### src/rtl/codec_verb_table_search_unit_defines.svh
// Assertion macros shared by the RTL of the codec verb table search unit.
// Each macro expects signals named clk and arst_n in the scope where it is used.
`ifndef CODEC_VERB_TABLE_SEARCH_UNIT_DEFINES_SVH
`define CODEC_VERB_TABLE_SEARCH_UNIT_DEFINES_SVH

// Plain property, checked on every rising clock edge outside reset.
`define CVTS_ASSERT(lbl, prop, msg) \
	lbl: assert property (@(posedge clk) disable iff (!arst_n) (prop)) else $error(msg);

// Same-cycle implication.
`define CVTS_ASSERT_IMPL(lbl, ante, cons, msg) \
	lbl: assert property (@(posedge clk) disable iff (!arst_n) (ante) |-> (cons)) \
		else $error(msg);

// Next-cycle implication.
`define CVTS_ASSERT_NEXT(lbl, ante, cons, msg) \
	lbl: assert property (@(posedge clk) disable iff (!arst_n) (ante) |=> (cons)) \
		else $error(msg);

`endif

### src/rtl/cvts_pkg.sv
package cvts_pkg;

	// Default number of 32-bit words in the record memory.
	localparam int TABLE_DEPTH_DEFAULT = 1024;

	localparam int WORD_W   = 32;
	localparam int INDEX_W  = 10;
	localparam int COUNT_W  = 11;

	typedef enum logic {
		OP_LOAD   = 1'b0,
		OP_SEARCH = 1'b1
	} opcode_t;

	typedef enum logic [2:0] {
		S_IDLE,
		S_RD_ID,
		S_RD_CNT,
		S_EVAL,
		S_DONE
	} state_t;

	// Commands from the controller to the datapath.
	typedef struct packed {
		logic load;     // write one table word
		logic start;    // capture the query id and rewind the walk
		logic rd_id;    // read the id word of the current header
		logic rd_cnt;   // read the jack count word, register the id compare
		logic hit;      // record the current header as the match
		logic miss;     // record a not-found result
		logic advance;  // step to the next header
		logic publish;  // move the result into the output register
	} cmd_t;

	// Status from the datapath to the controller.
	typedef struct packed {
		logic hdr_ok;   // the whole header at the current position is loaded
		logic next_ok;  // the following header lies inside the loaded table
		logic match;    // the id word equals the query
		logic out_busy; // the output register still holds an untaken result
	} status_t;

endpackage

### src/rtl/cvts_ctrl.sv
`include "codec_verb_table_search_unit_defines.svh"

module cvts_ctrl (
	input  logic             clk,
	input  logic             arst_n,
	input  logic             in_valid,
	input  logic             in_opcode,
	output logic             in_ready,
	input  cvts_pkg::status_t status,
	output cvts_pkg::cmd_t   cmd
);

	cvts_pkg::state_t state_q, state_next;

	always_ff @(posedge clk or negedge arst_n) begin
		if (!arst_n) begin
			state_q <= cvts_pkg::S_IDLE;
		end else begin
			state_q <= state_next;
		end
	end

	always_comb begin
		state_next = state_q;
		cmd        = '0;
		in_ready   = 1'b0;
		unique case (state_q)
			cvts_pkg::S_IDLE: begin
				in_ready = 1'b1;
				if (in_valid) begin
					if (in_opcode == cvts_pkg::OP_SEARCH) begin
						cmd.start  = 1'b1;
						state_next = cvts_pkg::S_RD_ID;
					end else begin
						cmd.load = 1'b1;
					end
				end
			end
			cvts_pkg::S_RD_ID: begin
				if (status.hdr_ok) begin
					cmd.rd_id  = 1'b1;
					state_next = cvts_pkg::S_RD_CNT;
				end else begin
					cmd.miss   = 1'b1;
					state_next = cvts_pkg::S_DONE;
				end
			end
			cvts_pkg::S_RD_CNT: begin
				cmd.rd_cnt = 1'b1;
				state_next = cvts_pkg::S_EVAL;
			end
			cvts_pkg::S_EVAL: begin
				if (status.match) begin
					cmd.hit    = 1'b1;
					state_next = cvts_pkg::S_DONE;
				end else if (status.next_ok) begin
					cmd.advance = 1'b1;
					state_next  = cvts_pkg::S_RD_ID;
				end else begin
					cmd.miss   = 1'b1;
					state_next = cvts_pkg::S_DONE;
				end
			end
			cvts_pkg::S_DONE: begin
				if (!status.out_busy) begin
					cmd.publish = 1'b1;
					state_next  = cvts_pkg::S_IDLE;
				end
			end
			default: begin
				state_next = cvts_pkg::S_IDLE;
			end
		endcase
	end

	`CVTS_ASSERT_IMPL(a_publish_free, cmd.publish, !status.out_busy, "result published over a pending one")
	`CVTS_ASSERT_NEXT(a_search_walks, in_valid && in_ready && in_opcode == cvts_pkg::OP_SEARCH, state_q == cvts_pkg::S_RD_ID, "accepted search did not start the walk")
	`CVTS_ASSERT_IMPL(a_cnt_after_id, state_q == cvts_pkg::S_RD_CNT, $past(state_q) == cvts_pkg::S_RD_ID, "count read without an id read")

endmodule

### config.mk
export PLATFORM = sky130hd
export DESIGN_NAME = cvts_ctrl
export DESIGN_NICKNAME = d
export VERILOG_FILES = /design/src/rtl/cvts_pkg.sv /design/src/rtl/cvts_ctrl.sv
export VERILOG_INCLUDE_DIRS = /design/src /design/src/rtl
export SDC_FILE = /design/constraint.sdc
export NUM_CORES = 1
export LEC_CHECK = 0
export BUFFER_PORTS_ARGS = -buffer_cell sky130_fd_sc_hd__buf_2
export CORE_AREA = 2 2 39 41
export DETAILED_ROUTE_END_ITERATION = 8
export DIE_AREA = 0 0 41 43
export GPL_TIMING_DRIVEN = 0
export HOLD_SLACK_MARGIN = 0.1
export PLACE_DENSITY = 0.52
export SLEW_MARGIN = 25
export SYNTH_ARGS = -nofsm -noshare
export SYNTH_HDL_FRONTEND = slang
export SYNTH_SLANG_ARGS = --single-unit
### constraint.sdc
create_clock -name clk -period 2.5 [get_ports clk]
set_input_delay 0.125 -clock clk [delete_from_list [all_inputs] [get_ports clk]]
set_output_delay 0.125 -clock clk [all_outputs]
set_load 0.03 [all_outputs]
# [Word-level counts from Yosys, hierarchy flattened]
# Cells that the tools add are included.
[totals] ff_bits=3 inputBits=8 word_cells=35
[op_classes] n_eq_ne=7 muxes=25 reduce_logical=2
[op_table] cell="two-way mux 3 bit" n=6
[op_table] cell="one-hot mux 3 bit (5 select lines)" n=1
[op_table] cell="two-way mux 1 bit" n=14
[op_table] cell="equality test 3 x 2 -> 1 bit, second input constant" n=2
[op_table] cell="two-way mux 2 bit" n=3
[op_table] cell="inequality test 2 bit, second input constant" n=3
[op_table] cell="equality test 3 x 1 -> 1 bit, second input constant" n=1
[op_table] cell="equality test 3 bit, second input constant" n=1
[op_table] cell="logical NOT 3 bit" n=1
[op_table] cell="AND reduction 3 bit" n=1
[op_table] cell="one-hot mux 1 bit (2 select lines)" n=1

# [Depth between registers and ports, before layout]
[depth] ltp_word=3 ltp_mapped=4 ltp_nobuf=3

# [Worst setup path before layout]
# No wires, ideal clock.
[synth_timing] kind="reg2out" startpoint="register state_q[1]" endpoint="output port cmd[0] in the netlist's numbering" arrival_time_ns=1.586 t_required_ns=2.375 setup_slack_ns=0.789 path_stages_with_launch=3 path_cell_list="dfrtp_1 > buf_4 > nor4b_1"
[synth_rtl] item="from (decl)" line="cvts_ctrl.sv:13" text="cvts_pkg::state_t state_q, state_next;"
[synth_rtl] item="from (signal assigned)" line="cvts_ctrl.sv:17" text="state_q <= cvts_pkg::S_IDLE;"
[synth_rtl] item="from (signal assigned)" line="cvts_ctrl.sv:19" text="state_q <= state_next;"
[synth_rtl] item="to (decl)" line="cvts_ctrl.sv:10" text="output cvts_pkg::cmd_t cmd"

==> results.md <==
* Clock-pin transition on the worst setup and hold timing paths at 0.04 ns
* P_sw at 0.000244 W
* Count of different cell masters after synthesis at 18
* First-pass GRT wire length at between 1000 and 1500 um
* Syn. warnings at 0
* Worst clock skew at 0.00129 ns
* Final WL at 596 um
* # setup viols final at 0
* P_int at 0.000236 W
* CP max FO at 9
* Yosys reg bits at 3
* Mapped Cells at 33
* Initial drt markers at 10
* DRC at 0
* Final nets at between 60 and 70
* Post-synth top area share at 0.308
* Final period utilization at 0.580
* Synth top area cells: dfrtp_1, nor2_1, nand2b_1
* Worst hold path class: input pin to register
* CTS root buf: clkbuf_4
* Setup WS pre-CTS at roughly 1.3 ns
* # diodes at 0
* Final worst path period need at 1.45 ns
* LEAKAGE at between 0.2 and 0.25 nW
* Share of cells above drive strength 1 at 0.426
* Part of the power in registers at 0.196
* Startpoint Class: register
* Die X at 41 um
* Max reg flops at 3
* Slew @ Worst Pin at 0.310 ns
* Sequential share of the synthesized area at 0.308
* DIE AREA at 1760 um2
* CORE AREA at 1380 um2
* CTS Buf Count at 3
* Clk_lat worst skew at about 0.23 ns
* Finished Core Util at 0.275
* TritonCTS clock tree: yes
* Post-Syn Area at 244 um2
* Max cap viols at 0
* Worst Path Class, Setup: register to output port
* Pins over their slew limit at 0
* GRT Util Overall at 0.104
* Combinational share of power at 0.625
* CP Capture Type: output port
* Buffers on Ports at 16
* Top Registers: state_q (3)
* Non-filler cells, final at 70
* # rows at 14
* Slew Limit Headroom at 0.793
* Inst Count DP at 65
* Min Hold Slack at 0.146 ns
* Worst Path Arrival at 1.33 ns
* Yosys top cell by area: dfrtp_1
* Clock share of power at 0.179
* Net Count, Synth at 41
* Wire per inst at roughly 8.5 um
* RSZ-0062 raised after global routing: no
* Worst setup margin at 1.05 ns
* Area Overhead vs Synth at 55.9%
* Switching Share at 0.509
* Setup TNS at 0 ns
* PD cells at 1260 nW/um2
* Largest Register: state_q
* Post-Syn Area per Cell at between 7 and 8 um2
* Post_cts resized at 0
* Max Buffers Root-to-Sink at 2
* Vias in the first global route at 286
* Initial DRT Pass Iterations at 4
* Sink Count at 3
* Vias at 297
* Ports at 17
* Max Clk Rate at 689 MHz
* Gpl congestion at 0.724
* Largest net degree at the start of global routing at 11
* Status: completed
* VDD IR max at 323 uV
* Initial antenna violation count at 0
* H-tree levels at 1
* Initial Util at 0.176
* CP required at 2.38 ns
* Total congestion overflow at 0
* Die Ht at between 40 and 50 um
* Final Hold Vio Count at 0
* Post-DP HPWL at between 400 and 500 um
* Vias per inst at between 4 and 5
* Antenna Nets Post-Route at 0
## synth_stat cells
library cell	n
nand2b_1	3
buf_4	1
nand2_1	1
o21a_1	1
nor3_4	1
nor2_1	8
a31o_1	1
nand3_1	1
inv_1	2
a21oi_1	2
and3_1	1
buf_2	1
o21ai_1	1
nand2_2	1
a211oi_1	1
nor3_1	3
nor4b_1	1
dfrtp_1	3
## layout by cell type, fill, tap and decap left out
cell and count:
a31o_1 1, nor3_4 1, buf_4 1, buf_2 17, inv_1 2, clkbuf_1 1
nand2b_1 3, nor2_1 8, a21oi_1 2, o21a_1 1, o21ai_1 1, nor3_1 3
nor4b_1 1, nand3_1 1, dfrtp_1 3, nand2_2 1, nand2_1 1, dlygate4sd3_1 1
and3_1 1, a211oi_1 1, clkbuf_4 3
## worst max-delay path, cell delays in order, from the launching register on
cell and delay [ns]:
dfrtp_1 0.34, buf_2 0.17, nand2b_1 0.21, nor3_1 0.15, buf_2 0.22
## cell type report
class                      count  area, um2
fill                         166       1000
multi-input combinational     26        149
timing repair buffer          17       90.1
sequential                     3       75.1
clock buffer                   4       26.3
tap                           16       20.0
buffer                         2       12.5
inverter                       2       7.51
## stage by stage
stage | power (W) | area (um2)
floorplan | 0.000325 | 244
global placement | 0.000392 | 344
detailed placement | 0.000393 | 344
CTS | 0.000485 | 380
global route | 0.000532 | 380
finish | 0.000480 | 380
## cells by family after synthesis
kind of cell | after synthesis | share of synthesized area
compound gates | 6 | 0.159
simple gates | 20 | 0.451
flops | 3 | 0.308
buf+inv | 4 | 0.0821
## power groups by stage
stage                     Combinational [W]  Sequential (W)   Clock, W
after global routing               0.000335       0.0000973   0.000100
after global placement             0.000298       0.0000939          0
after CTS                          0.000302       0.0000929  0.0000899
after detailed placement           0.000300       0.0000937          0
after floorplan                    0.000235       0.0000899          0
final                              0.000300       0.0000941  0.0000860
## path summary, 6_finish.rpt
| path | startpoint | endpoint | slack (ns) | cells past startpoint |
|---|---|---|---|---|
| max reg2reg | state_q[1] | state_q[0] | 1.53 | 4 |
| max in group asynchronous | arst_n | state_q[2] | 2.19 | 2 |
| max | state_q[2] | cmd[1] | 1.05 | 4 |
| min reg2reg | state_q[2] | state_q[1] | 0.60 | 2 |
| min in group asynchronous | arst_n | state_q[0] | 0.21 | 2 |
| min | in_valid | state_q[0] | 0.15 | 2 |
## timing repair
action,4_1_cts,5_1_grt
buffers inserted,0,0
endpoints found under the hold margin,3,0
hold buffers,1,0
setup endpoints to repair,0,0
## layer usage
layer / up-vias / wire, um / global-route usage
met5: - / 0 / 0
li1: 152 / - / -
met4: 0 / 2 / 0.100
met2: 12 / 305 / 0.131
met1: 131 / 245 / 0.120
met3: 2 / 42 / 0.0471
Power figures use the tool's default switching activity.
